--- src/hw/rtl/aabb_cull_pkg.sv ---
// ----------------------------------------------------------------------------
// aabb_cull_pkg
// Shared types and constants for the box versus frustum culling pipeline.
// ----------------------------------------------------------------------------
`default_nettype none

package aabb_cull_pkg;

  // planes held in configuration and planes actually tested
  localparam int PLANE_REGS  = 6;
  localparam int PLANE_SLOTS = 6;

  localparam int FIELD_W  = 16;               // one packed plane field
  localparam int PLANE_W  = 4 * FIELD_W;      // a, b, c, d
  localparam int SIZE_W   = 15;
  localparam int COUNT_W  = 3;
  localparam int COORD_W  = 18;               // corner coordinate, Q.4
  localparam int PROD_W   = FIELD_W + COORD_W;
  localparam int DSHIFT   = 14;               // align d (Q.4) to Q.18
  localparam int SUM_W    = PROD_W + 2;

  localparam int REG_IDX_W = 3;
  localparam int PADDR_W   = REG_IDX_W + 3;   // 8 bytes per register
  localparam int PDATA_W   = PLANE_W;

  typedef logic [PLANE_W-1:0]                 plane_t;
  typedef plane_t [PLANE_REGS-1:0]            plane_arr_t;
  typedef logic signed [COORD_W-1:0]          coord_t;
  typedef coord_t [2:0]                       corner_t;
  typedef corner_t [PLANE_SLOTS-1:0]          corner_arr_t;

  // stage load enables handed to the datapath blocks
  typedef struct packed {
    logic s1;
    logic s2;
    logic s3;
  } stage_en_t;

  // coefficient k (0 = a, 1 = b, 2 = c, 3 = d) of a packed plane
  function automatic logic signed [FIELD_W-1:0] plane_field(input plane_t p,
                                                            input int k);
    plane_field = $signed(p[k*FIELD_W +: FIELD_W]);
  endfunction

endpackage

`default_nettype wire

--- src/hw/rtl/aabb_cull_mac.sv ---
// ----------------------------------------------------------------------------
// aabb_cull_mac
// Stages 2 and 3 for one plane: products, then signed distance sign.
// ----------------------------------------------------------------------------
`default_nettype none

module aabb_cull_mac (
  input  wire logic                       clk,
  input  wire aabb_cull_pkg::stage_en_t   en,
  input  wire aabb_cull_pkg::plane_t      plane,
  input  wire aabb_cull_pkg::corner_t     corner,
  output logic                            behind_r
);

  localparam int PW = aabb_cull_pkg::PROD_W;
  localparam int SW = aabb_cull_pkg::SUM_W;
  localparam int FW = aabb_cull_pkg::FIELD_W;

  logic signed [PW-1:0] prod_r   [3];
  logic signed [PW-1:0] prod_nxt [3];
  logic signed [FW-1:0] d_r;
  logic signed [SW-1:0] dist_sum;
  logic signed [SW-1:0] d_ext;

  always_comb begin
    for (int k = 0; k < 3; k++) begin
      prod_nxt[k] = PW'(aabb_cull_pkg::plane_field(plane, k)) * PW'($signed(corner[k]));
    end
  end

  always_ff @(posedge clk) begin
    if (en.s2) begin
      prod_r <= prod_nxt;
      d_r    <= aabb_cull_pkg::plane_field(plane, 3);
    end
  end

  always_comb begin
    d_ext    = SW'(d_r) <<< aabb_cull_pkg::DSHIFT;
    dist_sum = SW'(prod_r[0]) + SW'(prod_r[1]) + SW'(prod_r[2]) + d_ext;
  end

  // farthest corner still negative: whole box behind this plane
  always_ff @(posedge clk) begin
    if (en.s3) begin
      behind_r <= dist_sum[SW-1];
    end
  end

endmodule

`default_nettype wire

--- config.mk ---
export PLATFORM = sky130hd
export DESIGN_NAME = aabb_cull_mac
export DESIGN_NICKNAME = d
export VERILOG_FILES = /design/src/hw/rtl/aabb_cull_pkg.sv /design/src/hw/rtl/aabb_cull_mac.sv
export SDC_FILE = /design/constraint.sdc
export NUM_CORES = 2
export LEC_CHECK = 0
export BUFFER_PORTS_ARGS = -buffer_cell sky130_fd_sc_hd__buf_2
export CAP_MARGIN = 40
export CORE_AREA = 2 2 380 344
export DETAILED_ROUTE_END_ITERATION = 10
export DIE_AREA = 0 0 382 346
export GPL_ROUTABILITY_DRIVEN = 0
export HOLD_SLACK_MARGIN = 0.08
export SKIP_LAST_GASP = 1
export SYNTH_ARGS = -nofsm -noshare
export SYNTH_HDL_FRONTEND = slang
export SYNTH_SLANG_ARGS = --single-unit
--- constraint.sdc ---
create_clock -name clk -period 16.8 [get_ports clk]
set_clock_uncertainty 0.15 [all_clocks]
set_input_delay 0 -clock clk [delete_from_list [all_inputs] [get_ports clk]]
set_output_delay 0 -clock clk [all_outputs]
set_load 0.03 [all_outputs]
## After elaboration in Yosys (flattened, before gate mapping)

Index checks and enable logic that the tools add are counted.

- Multiply operators: 3
- Add/subtract/negate cells: 3

Operators by type and width:

| operator | count |
|---|---|
| multiplier 16 x 18 -> 34 bit | 3 |
| adder 35 x 34 -> 36 bit | 1 |
| adder 36 x 30 -> 36 bit | 1 |
| adder 34 x 34 -> 35 bit | 1 |

- Logic and storage cells: 11
- Register bits after elaboration: 119

## Depth between registers and ports, before layout

- Depth after elaboration: 3
- Mapped depth: 23
- Depth with buffers taken out: 22

## Least setup slack after synthesis

OpenSTA, ideal clock, no wires.

- Path kind: input -> register
- Start point: input port plane[39]
- End point: register prod_r[23] in the netlist's numbering, data pin
- Arrival: 5.583 ns
- Required time: 16.389 ns
- Cell stages on the path: 23
- Setup slack: 10.806 ns
- Cell sequence: clkbuf_1 clkbuf_1 nand2_1 fa_1 inv_1 fa_1 inv_1 fa_1 inv_1 fa_1 fa_1 inv_1 fa_1 inv_1 ha_1 inv_1 nor3_1 a211oi_2 a211oi_1 o21ai_0 a21boi_0 nor4_1 a311o_1

RTL lines:

| element | line | text |
|---|---|---|
| start: declaration | aabb_cull_mac.sv:10 | `input wire aabb_cull_pkg::plane_t plane,` |
| end signal: assignment | aabb_cull_mac.sv:33 | `prod_r <= prod_nxt;` |
| end: declaration | aabb_cull_mac.sv:19 | `logic signed [PW-1:0] prod_r [3];` |

==> impl_metrics.tcl <==
set metrics [dict create \
    synth-seq-cells 119 \
    synth_ff_type "edfxtp_1" \
    drv_cap 0 \
    cts_tree "done" \
    hold_viol 0 \
    routed_via_density 4.50 \
    tightest_slew_ps 895 \
    rr_startpoint "prod_r[84]$_DFFE_PP_" \
    cts_buffers 17 \
    hold_path.class "input pin to register" \
    dieArea_sq_um 132000 \
    clockBufferDepth 2 \
    num_rows 125 \
    crit_fanout 16 \
    ff2ff_path_depth 11 \
    grt_pass1_wl_um 149000 \
    rrSetupSlack_ps 12970 \
    postSynthAreaPerCell_sq_um 9.73 \
    vias 25616 \
    status "finished, final reports clean" \
    synth_warnings 0 \
    async_reset_ff_share_pct 0 \
    cts_resized 0 \
    fillers 13206 \
    dr.pass1.iters 5 \
    area_growth_pct 8.16 \
    rsz0062_at_grt "false" \
    wire_per_inst_um 15.8 \
    yosysMostFrequentCell "inv_1" \
    synth_area_leaders "fa_1 (48%), inv_1 (9.9%), ha_1 (9.9%)" \
    seq_area_sq_um 3570 \
    yosys-top-cells-count "inv_1 (1,011), fa_1 (924), nand2_1 (443), and2_1 (406), ha_1 (303)" \
    yosys.area.top_type "fa_1" \
    synth_fp_nets 5277 \
    synth_top_area_share_pct 48.4 \
    clock_latency_ps 440 \
    clkTransAtPathRegs_ps 70 \
    drive_gt1_share_pct 4.37 \
    r2r-end "behind_r$_DFFE_PP_" \
    first_iter_violations 1199 \
    maxSlewHeadroom_pct 40.3 \
    nets 5318 \
    htree_levels 4 \
    setup_tns_ps 0 \
    start_util_pct 29.8 \
    gr-usage-all-layers_pct 14.1 \
    yosysUniqueCellTypes 63 \
    cp.arrival_ps 6330 \
    top_level_ports 123 \
    dieHeight_um 346 \
    ys_seq_area_share_pct 9.35 \
    syn_inst 3928 \
    min_period_over_period_pct 37.5 \
    grt_pass1_vias 28068 \
    slew_viol_final 0 \
    hold_ws_ps 135 \
    setup_viol_count_final 0 \
    io_buffers 121 \
    path_class "input pin to register" \
    grt-ovfl-total 0 \
    fmax_mhz 159 \
    synth_edf_count 119 \
    die_w_um 382 \
    cp-end-kind "register" \
    post-place-cells 5640 \
    crit_path_end "prod_r[98]$_DFFE_PP_" \
    multi_input_area_sq_um 30400 \
    fin_crit_ps 6300 \
    syn_area_sq_um 38200 \
    start_kind "input pin" \
    hpwl_um 74500 \
    final_cell_count_no_fill 5696 \
    n_antenna_cell 0 \
    crit_path_start "corner[0]" \
    ant_nets 0 \
    grt_max_degree 71 \
    cts_sinks 119 \
    grt_antenna_before_repair 1 \
    routed_wl_um 89800 \
    post-route-drc-count 0 \
    core_area_sq_um 128000 \
    root_buffer "clkbuf_16" \
    required_ps 16830 \
]
==> placed cells by master (no fill, tap or decap), types with 24 or more instances in the layout <==
master / instances
xnor2_1: 88
ha_1: 303
dlygate4sd3_1: 24
nand2b_1: 25
a21o_1: 47
edfxtp_1: 119
nand2_1: 443
inv_1: 1011
nor2_1: 80
buf_2: 120
fa_1: 924
and2_1: 406
o21ai_0: 53
a21oi_1: 86
==> final cells by class <==
class	instances	share of cell area, %
clock buffer	17	1.03
sequential	119	8.64
clock inverter	15	0.381
inverter	1011	9.18
multi-input combinational	2674	73.5
tap	1714	5.19
timing repair buffer	146	2.07
==> per-stage QoR <==
step	util [%]	worst slack (ps)	area, sq um
after global placement	31.6	10070	40500
after floorplan	-	10810	38200
after global routing	32.2	10080	41300
after CTS	32.2	10500	41300
after detailed placement	31.6	10030	40500
final	32.2	10500	41300
==> layer usage <==
layer | track usage, % | wire length (um) | vias to the layer above | share of wire [%]
li1 | - | - | 11694 | -
met1 | 20.0 | 42100 | 13370 | 47
met2 | 23.8 | 43200 | 489 | 48
met3 | 1.36 | 3490 | 63 | 3.9
met4 | 1.90 | 1010 | 0 | 1.1
met5 | 0 | 0 | - | 0
==> worst min path at each step <==
| stage | startpoint | endpoint | slack, ps | depth (start not counted) |
|---|---|---|---|---|
| floorplan | plane[48] | d_r[0]$_DFFE_PP_ | -50 | 0 |
| global placement | plane[55] | d_r[7]$_DFFE_PP_ | 30 | 1 |
| detailed placement | plane[48] | d_r[0]$_DFFE_PP_ | 30 | 1 |
| CTS | plane[57] | d_r[9]$_DFFE_PP_ | 110 | 2 |
| global route | plane[57] | d_r[9]$_DFFE_PP_ | 110 | 2 |
| finish | plane[58] | d_r[10]$_DFFE_PP_ | 130 | 2 |
==> cells by family (layout without fill, tap and decap cells) <==
kind of cell,after synthesis,after routing,synth area share (%)
xor gates and xnor gates,107,107,2.45
and+or+nand+nor,1046,1046,13.6
buffers and inverters,1135,1189,11.1
AOI/OAI and AO/OA,293,293,5.07
DFF,119,119,9.35
muxes,1,1,0.0262
adders and majority gates,1227,1227,58.3
==> worst max-delay path, cell delays in order <==
cell,delay (ps)
dlygate4sd3_1,510
buf_2,330
nand2b_1,180
fa_1,450
fa_1,500
inv_1,50
fa_1,510
fa_1,440
fa_1,500
inv_1,50
fa_1,490
inv_1,50
ha_1,360
nand2_1,90
nor2_1,270
o211ai_1,240
a211oi_2,380
a2111oi_4,160
o31ai_2,410
a2111oi_0,170
nand4b_1,190
==> registers in the layout, indices dropped and copies added, names as in the netlist <==
register  count
prod_r      102
behind_r      1
d_r          16
==> what timing repair did <==
item,in CTS,in global routing
setup buffers,0,0
hold buffers,24,0
endpoints found under the hold margin,68,0
Power is left out: the tool's default activity adds up to more than one toggle a clock period on the data nets, which glitch-free logic cannot reach.
