File: src/hw/rtl/aabb_cull_pkg.sv
// ----------------------------------------------------------------------------
// aabb_cull_pkg
// Shared types and constants for the box versus frustum culling pipeline.
// ----------------------------------------------------------------------------
`default_nettype none

package aabb_cull_pkg;

  // planes held in configuration and planes actually tested
  localparam int PLANE_REGS  = 6;
  localparam int PLANE_SLOTS = 6;

  localparam int FIELD_W  = 16;               // one packed plane field
  localparam int PLANE_W  = 4 * FIELD_W;      // a, b, c, d
  localparam int SIZE_W   = 15;
  localparam int COUNT_W  = 3;
  localparam int COORD_W  = 18;               // corner coordinate, Q.4
  localparam int PROD_W   = FIELD_W + COORD_W;
  localparam int DSHIFT   = 14;               // align d (Q.4) to Q.18
  localparam int SUM_W    = PROD_W + 2;

  localparam int REG_IDX_W = 3;
  localparam int PADDR_W   = REG_IDX_W + 3;   // 8 bytes per register
  localparam int PDATA_W   = PLANE_W;

  typedef logic [PLANE_W-1:0]                 plane_t;
  typedef plane_t [PLANE_REGS-1:0]            plane_arr_t;
  typedef logic signed [COORD_W-1:0]          coord_t;
  typedef coord_t [2:0]                       corner_t;
  typedef corner_t [PLANE_SLOTS-1:0]          corner_arr_t;

  // stage load enables handed to the datapath blocks
  typedef struct packed {
    logic s1;
    logic s2;
    logic s3;
  } stage_en_t;

  // coefficient k (0 = a, 1 = b, 2 = c, 3 = d) of a packed plane
  function automatic logic signed [FIELD_W-1:0] plane_field(input plane_t p,
                                                            input int k);
    plane_field = $signed(p[k*FIELD_W +: FIELD_W]);
  endfunction

endpackage

`default_nettype wire

File: src/hw/rtl/aabb_cull_sel.sv
// ----------------------------------------------------------------------------
// aabb_cull_sel
// Stage 1: for each plane, picks the box corner farthest along its normal.
// ----------------------------------------------------------------------------
`default_nettype none

module aabb_cull_sel (
  input  wire logic                                    clk,
  input  wire aabb_cull_pkg::stage_en_t                en,
  input  wire aabb_cull_pkg::plane_arr_t               planes,
  input  wire logic signed [aabb_cull_pkg::FIELD_W-1:0] origin_x,
  input  wire logic signed [aabb_cull_pkg::FIELD_W-1:0] origin_y,
  input  wire logic signed [aabb_cull_pkg::FIELD_W-1:0] origin_z,
  input  wire logic        [aabb_cull_pkg::SIZE_W-1:0]  size_x,
  input  wire logic        [aabb_cull_pkg::SIZE_W-1:0]  size_y,
  input  wire logic        [aabb_cull_pkg::SIZE_W-1:0]  size_z,
  output aabb_cull_pkg::corner_arr_t                   corner_r
);

  localparam int CW = aabb_cull_pkg::COORD_W;

  logic signed [CW-1:0] lo [3];
  logic signed [CW-1:0] hi [3];
  aabb_cull_pkg::corner_arr_t corner_nxt;

  always_comb begin
    lo[0] = CW'(origin_x);
    lo[1] = CW'(origin_y);
    lo[2] = CW'(origin_z);
    hi[0] = lo[0] + $signed({{(CW-aabb_cull_pkg::SIZE_W){1'b0}}, size_x});
    hi[1] = lo[1] + $signed({{(CW-aabb_cull_pkg::SIZE_W){1'b0}}, size_y});
    hi[2] = lo[2] + $signed({{(CW-aabb_cull_pkg::SIZE_W){1'b0}}, size_z});
  end

  // a negative coefficient is largest at the low end of the axis
  always_comb begin
    for (int p = 0; p < aabb_cull_pkg::PLANE_SLOTS; p++) begin
      for (int k = 0; k < 3; k++) begin
        corner_nxt[p][k] = aabb_cull_pkg::plane_field(planes[p], k) < 0 ? lo[k] : hi[k];
      end
    end
  end

  always_ff @(posedge clk) begin
    if (en.s1) begin
      corner_r <= corner_nxt;
    end
  end

endmodule

`default_nettype wire

File: config.mk
export PLATFORM = sky130hd
export DESIGN_NAME = aabb_cull_sel
export DESIGN_NICKNAME = d
export VERILOG_FILES = /design/src/hw/rtl/aabb_cull_pkg.sv /design/src/hw/rtl/aabb_cull_sel.sv
export SDC_FILE = /design/constraint.sdc
export NUM_CORES = 1
export LEC_CHECK = 0
export BUFFER_PORTS_ARGS = -buffer_cell sky130_fd_sc_hd__buf_4
export CAP_MARGIN = 5
export CORE_AREA = 2 2 314 316
export CTS_BUF_LIST = sky130_fd_sc_hd__clkbuf_8
export CTS_CLUSTER_DIAMETER = 50
export CTS_CLUSTER_SIZE = 25
export DETAILED_ROUTE_END_ITERATION = 6
export DIE_AREA = 0 0 316 318
export SYNTH_ARGS = -nofsm -noshare
export SYNTH_HDL_FRONTEND = slang
export SYNTH_SLANG_ARGS = --single-unit
File: constraint.sdc
create_clock -name clk -period 6.8 [get_ports clk]
set_clock_uncertainty 0.1 [all_clocks]
set_input_delay 1.36 -clock clk [delete_from_list [all_inputs] [get_ports clk]]
set_output_delay 1.36 -clock clk [all_outputs]
set_load 0.005 [all_outputs]
=== After elaboration in Yosys (flattened, before gate mapping) ===
Cells that the tools add are included.

* Bits in registers: 324
* Bits of input ports: 481

* Add/sub/neg operators: 3
* Magnitude comparators: 18
* Muxes and demuxes: 18

{| class="wikitable"
|+ Operator list
! cell !! number
|-
| $mux W18 || 18
|-
| $lt A16 B1 Y1 const B || 18
|-
| $add A16 B16 Y17 || 3
|}

=== Longest topological paths before layout ===
Gate-level depths: netlist (run 1).

* Word-level depth: 2
* Depth in mapped cells: 8

=== Worst setup path before layout (run 1) ===
No wires, ideal clock.

* Path kind: in2reg
* From: in origin_y[0] (netlist name)
* To: reg corner_r[136] (netlist name), data pin
* Library setup time: 0.268 ns
* Arrival: 3.226 ns
* Path slack: 3.206 ns
* Stages on the path: 8
* Buffers on the path: 0
* Cells stage by stage: ha_1 -> fa_1 -> a21o_1 -> a221oi_2 -> a221oi_2 -> a211oi_2 -> xor2_1 -> o21ai_0

{| class="wikitable"
|+ RTL lines
! element !! RTL line !! RTL
|-
| start: declaration || aabb_cull_sel.sv:12 || <nowiki>input wire logic signed [aabb_cull_pkg::FIELD_W-1:0] origin_y,</nowiki>
|-
| end signal: assignment || aabb_cull_sel.sv:46 || <nowiki>corner_r <= corner_nxt;</nowiki>
|-
| end: declaration || aabb_cull_sel.sv:17 || <nowiki>output aabb_cull_pkg::corner_arr_t corner_r</nowiki>
|}

==> results of run 1 <==
-- per-layer routing --
layer / up-vias / share of wire [%] / track usage (%)
met4: 12 / 3.0 / 3.91
met5: - / 0.16 / 0
met1: 5231 / 41 / 11.8
li1: 5396 / - / -
met2: 428 / 45 / 15.2
met3: 88 / 11 / 4.27
-- cells in the mapped netlist (11+ instances only) --
cell type,number
nand2_1,259
a21oi_1,49
ha_1,45
mux2_2,54
nor2_1,12
nand3_1,11
nand2b_1,16
xor2_1,21
clkbuf_1,63
o21a_1,14
edfxtp_1,306
o21ai_0,203
a21o_1,12
o31ai_1,33
xnor2_1,26
buf_4,18
-- logic make-up after synthesis --
kind of cell,Yosys count,share of synthesized area (%)
AO/OA/AOI/OAI,353,14.0
XOR/XNOR,47,2.79
adder cells (fa/ha/maj),48,4.23
buffers and inverters,93,2.84
flip-flops,306,62.3
multiplexers,55,4.19
AND/OR/NAND/NOR,337,9.62
-- metrics by stage --
step,setup WS (ns),hold WS (ns),utilization (%),instances
final,2.87,0.936,20.9,2971
after global placement,2.15,1.59,19.8,2883
after CTS,2.87,0.815,20.9,2963
after floorplan,3.21,1.37,-,1239
after detailed placement,2.11,1.60,19.8,2883
after global routing,2.81,0.871,20.9,2965
-- worst max path at each step --
stage                            from       endpoint  slack [ns]  cells after the start
after floorplan           origin_y[0]  corner_r[136]        3.21                      8
after global placement    origin_y[0]  corner_r[190]        2.15                      9
after detailed placement  origin_y[0]   corner_r[82]        2.11                      9
after CTS                 origin_y[0]   corner_r[82]        2.87                      9
after global routing      origin_y[0]   corner_r[82]        2.81                      9
final                     origin_y[0]   corner_r[82]        2.87                      9
-- layout make-up --
cell class / instances / area (um^2) / area share [%]
antenna: 8 / 20.0 / 0.0984
tap: 1287 / 1610 / 7.91
clock buffer: 44 / 606 / 2.98
timing repair buffer: 440 / 3320 / 16.3
clock inverter: 36 / 432 / 2.12
inverter: 10 / 37.5 / 0.184
sequential: 306 / 9190 / 45.2
multi-input combinational: 840 / 5130 / 25.2
-- worst max-delay path: stages --
cell and delay (ns):
buf_4 0.13, ha_1 0.24, fa_1 0.42, a21o_1 0.22, a221oi_2 0.50, a221oi_2 0.15, a211oi_2 0.24, xor2_1 0.67
o21ai_0 0.22
-- power by group through the flow --
| stage | clock, mW | sequential (mW) | combinational (mW) |
|---|---|---|---|
| 4_1_cts | 1.81 | 2.44 | 1.11 |
| 6_report | 1.73 | 2.44 | 1.09 |
| 5_1_grt | 1.87 | 2.46 | 1.20 |
| 3_5_place_dp | 0 | 2.48 | 1.11 |
| 3_3_place_gp | 0 | 2.48 | 1.10 |
| 2_1_floorplan | 0 | 2.50 | 0.417 |
==> out/results.tsv, run 1 <==
metric	value	unit
status	finished clean	
critical path endpoint category	flip-flop	
Mapped Cells	1239	
final setup TNS	0	ns
CP Max Fanout	7	
Worst Hold Launch	origin_x[8]	
Sw Pwr	1.55	mW
post-synth top area cell	edfxtp_1	
H-tree levels	2	
vias in the first global route	10800	
net count after synthesis	1768	
data required time at the worst endpoint	7.04	ns
cells resized by post-CTS repair	0	
antenna violations before repair	16	
placed cell area	19300	um^2
number of routed nets with antenna violations	0	
Die Area	100000	um^2
clk sink count	306	
Hold Crit Depth	3	
All-Layer GR Usage	9.79	%
Post-synth EDFFs	306	
Yosys cell types	56	
deepest clock path buffer count	3	
Vias/cell	3.75	
final hold violations	0	
Worst setup SP type	input port	
synthesized area per cell	11.9	um^2
Yosys top cell area share	62.3	%
Clock power frac	32.9	%
Total Power	5.27	mW
gpl congestion	0.802	
die width	316	um
top_reg_cell synth	edfxtp_1	
RSZ-0062 raised after global routing	false	
Inserted Clock Buffers	43	
leakage power	7.76	nW
number of synthesis warnings	0	
commonest cells after routing, fill and taps aside	438 x buf_4, 306 x edfxtp_1, 259 x nand2_1	
Top reg by flops	corner_r	
IO Port Bufs	436	
# rows	115	
CTS Root Cell	clkbuf_8	
hold crit path type	in2reg	
CTS tree	built	
WL final	51.3	mm
Pint	3.72	mW
worst hold endpoint	corner_r[170]	
number of synthesized register bits	306	
detailed placement HPWL	38.9	mm
fin crit share	57.8	%
most common cell after layout, fill and taps aside	buf_4	
# setup viols final	0	
Net Sw Frac	29.4	%
DR iter-0 viols	719	
Final Max Slew Viols	0	
WP data arrival	4.17	ns
Power per Cell Area	259	nW/um^2
global route overflow	0	
Tightest Pin Transition	0.998	ns
fin crit period	3.93	ns
Post-CTS Setup Repair Bufs	0	
Die Y	318	um
FFs w/ async S/R, synth	0	%
DRC errors left	0	
worst setup path class	in2reg	
layout cells sized above 1	34.6	%
Core Region	97400	um^2
Pre-Repair DR Iteration Count	5	
fillcell total	10500	
Largest regs	corner_r (306)	
post-synthesis sequential area ratio	62.3	%
Peak VDD IR	0.000173	V
fin nets	2170	
P&R area growth vs syn	38.0	%
WL/cell	17.3	um
max cap viols	0	
CTS Hold Bufs	0	
mapped cell area	14700	um^2
Top Ports	805	
largest net degree at the start of global routing	160	
first-pass GRT wire length	72.4	mm
Fmax achieved	254	MHz
Rel. slew slack	33.5	%
top post-synthesis cells by area	edfxtp_1 62%, o21ai_0 6.9%, nand2_1 6.6%	
Gate power share	20.8	%
Seq pwr share	46.3	%
post-route cell area	20400	um^2
Starting Density	15.1	%
Vias	11200	
max FFs per register	306	
clock-pin slew on the worst setup and hold paths	0.09	ns
(Power assumes the default switching activity.)
==> run 2, diff against run 1 <==
ABC_AREA = 1   (was default)
CORE_AREA = 2 2 315 317   (was 2 2 314 316)
DIE_AREA = 0 0 317 319   (was 0 0 316 318)
clock period = 4 ns   (was 6.8 ns; I/O delays follow)
==> out/results.tsv, run 2 <==
metric	value	unit	change
H-tree levels	2		unchanged
Tightest Pin Transition	0.814	ns	was 0.998 ns
leakage power	9.46	nW	was 7.76 nW
layout cells sized above 1	27.8	%	was 34.6%
synthesized area per cell	9.40	um^2	was 11.9 um^2
CTS Hold Bufs	0		unchanged
Inserted Clock Buffers	45		was 43
Clock power frac	34.0	%	was 32.9%
Starting Density	16.1	%	was 15.1%
Vias/cell	3.86		was 3.75
die width	317	um	was 316 um
antenna violations before repair	18		was 16
max FFs per register	306		unchanged
Mapped Cells	1671		was 1,239
Worst setup SP type	input port		unchanged
Post-synth EDFFs	306		unchanged
P&R area growth vs syn	37.0	%	was 38.0%
# rows	115		unchanged
multi-input logic area	5620	um^2	was 5130 um^2
post-route cell area	21500	um^2	was 20,400 um^2
fin nets	2619		was 2,170
Top reg by flops	corner_r		unchanged
Die Y	319	um	was 318 um
critical path endpoint category	flip-flop		unchanged
clk sink count	306		unchanged
Largest regs	corner_r (306)		unchanged
vias in the first global route	12600		was 10,800
CP Max Fanout	7		unchanged
number of routed nets with antenna violations	0		unchanged
# setup viols final	0		unchanged
Power per Cell Area	430	nW/um^2	was 259 nW/um^2
largest net degree at the start of global routing	85		was 160
Top Ports	805		unchanged
Pint	6.39	mW	was 3.72 mW
FFs w/ async S/R, synth	0	%	unchanged
clock-pin slew on the worst setup and hold paths	0.09	ns	about the same
Crit path top cell by count	nand2_1		was a221oi_2
WL final	59.1	mm	was 51.3 mm
detailed placement HPWL	45.9	mm	was 38.9 mm
Yosys cell types	31		was 56
placed cell area	20400	um^2	was 19,300 um^2
mapped cell area	15700	um^2	was 14,700 um^2
worst setup path class	in2reg		unchanged
Worst path slowest cell	xnor2_1		was xor2_1
Vias	13200		was 11,200
All-Layer GR Usage	11.3	%	was 9.79%
most common cell in the netlist	nand2_1		was edfxtp_1
top post-synthesis cells by area	edfxtp_1 59%, nand2_1 15%, nand3_1 4.8%		was edfxtp_1 62%, o21ai_0 6.9%, nand2_1 6.6%
DR iter-0 viols	1145		was 719
fillcell total	10600		was 10,500
top_reg_cell synth	edfxtp_1		unchanged
final hold violations	0		unchanged
CP top delay family	adder cells		was compound AO/OA/AOI/OAI gates
fin crit share	62.6	%	
final setup TNS	0	ns	unchanged
maximum cell stage delay along the critical path	0.53	ns	was 0.67 ns
number of synthesized register bits	306		unchanged
RSZ-0062 raised after global routing	false		unchanged
Fmax achieved	399	MHz	
max cap viols	0		unchanged
deepest clock path buffer count	3		unchanged
CTS tree	built		unchanged
Worst Path Buf+Inv	1		unchanged
FF/Latch Area	9190	um^2	unchanged
status	finished clean		unchanged
number of synthesis warnings	0		unchanged
Net Sw Frac	30.9	%	was 29.4%
first-pass GRT wire length	84.1	mm	was 72.4 mm
Post-synth top cells	631 x nand2_1, 306 x edfxtp_1, 151 x nand3_1		was 306 x edfxtp_1, 259 x nand2_1, 203 x o21ai_0
cells resized by post-CTS repair	0		unchanged
post-synthesis sequential area ratio	58.5	%	was 62.3%
CTS Root Cell	clkbuf_8		unchanged
Rel. slew slack	45.7	%	was 33.5%
WP data arrival	2.80	ns	was 4.17 ns
gpl congestion	0.879		was 0.802
commonest cells after routing, fill and taps aside	631 x nand2_1, 442 x buf_4, 306 x edfxtp_1		was 438 x buf_4, 306 x edfxtp_1, 259 x nand2_1
fin crit period	2.51	ns	
hold crit path type	in2reg		unchanged
Yosys top cell area share	58.5	%	was 62.3%
Die Area	101000	um^2	was 100,000 um^2
IO Port Bufs	436		unchanged
post-synth top area cell	edfxtp_1		unchanged
data required time at the worst endpoint	4.29	ns	was 7.04 ns
DRC errors left	0		unchanged
Peak VDD IR	0.000235	V	was 0.000173 V
net count after synthesis	2200		was 1,768
Gate power share	21.3	%	was 20.8%
Pre-Repair DR Iteration Count	6		was 5
global route overflow	0		unchanged
WL/cell	17.3	um	about the same
Final Max Slew Viols	0		unchanged
Core Region	97700	um^2	was 97,400 um^2
Seq pwr share	44.7	%	was 46.3%
Sw Pwr	2.86	mW	was 1.55 mW
CP Cell Sequence	buf_4 -> ha_1 -> fa_1 -> nand2_1 -> nand2_1 -> nand3_1 -> nand2_1 -> xnor2_1 -> o21ai_0		was buf_4 -> ha_1 -> fa_1 -> a21o_1 -> a221oi_2 -> a221oi_2 -> a211oi_2 -> xor2_1 -> o21ai_0
Post-CTS Setup Repair Bufs	0		unchanged
most common cell after layout, fill and taps aside	nand2_1		was buf_4
[run 2: worst paths after layout]
check / to / cells after the start / slack, ns / from
min: corner_r[227] / 3 / 0.36 / origin_x[11]
max: corner_r[78] / 9 / 1.49 / origin_y[0]
[run 2: layer usage]
metal	vias up	global-route usage (%)	routed length, um
li1	6467	-	-
met1	6116	13.8	23800
met2	539	18.2	27800
met3	87	3.70	5580
met4	2	4.69	1900
met5	-	0	13
[run 2: power groups by stage]
stage	combinational, mW	sequential [mW]	clock, mW
after floorplan	0.807	4.22	0
after global placement	1.98	4.21	0
after detailed placement	2.00	4.21	0
after CTS	2.01	4.14	3.27
after global routing	2.20	4.17	3.40
final	1.98	4.14	3.14
[run 2: cell type report]
type / instances / area share [%]
clock inverters: 36 / 2.14
diodes: 12 / 0.140
well taps: 1287 / 7.49
inverters: 143 / 2.50
flip-flops and latches: 306 / 42.7
multi-input cells: 1147 / 26.1
clock buffers: 47 / 3.01
repair buffers: 447 / 15.9
[run 2: per-stage QoR]
stage,power [mW],hold slack (ns),utilization [%],worst slack [ns],cells
after global placement,6.19,1.04,20.9,0.914,3330
after CTS,9.42,0.247,22.0,1.51,3413
after global routing,9.76,0.287,22.0,1.43,3421
after detailed placement,6.21,1.04,20.9,0.867,3330
after floorplan,5.03,0.812,-,1.57,1671
final,9.26,0.359,22.0,1.49,3425
[run 2: kinds of logic after synthesis]
group / Yosys count / share of synthesized area (%)
buffers and inverters: 218 / 5.67
adders and majority gates: 48 / 3.97
DFF: 306 / 58.5
AOI/OAI and AO/OA: 201 / 6.86
xor gates and xnor gates: 18 / 1.10
and+or+nand+nor: 880 / 23.9
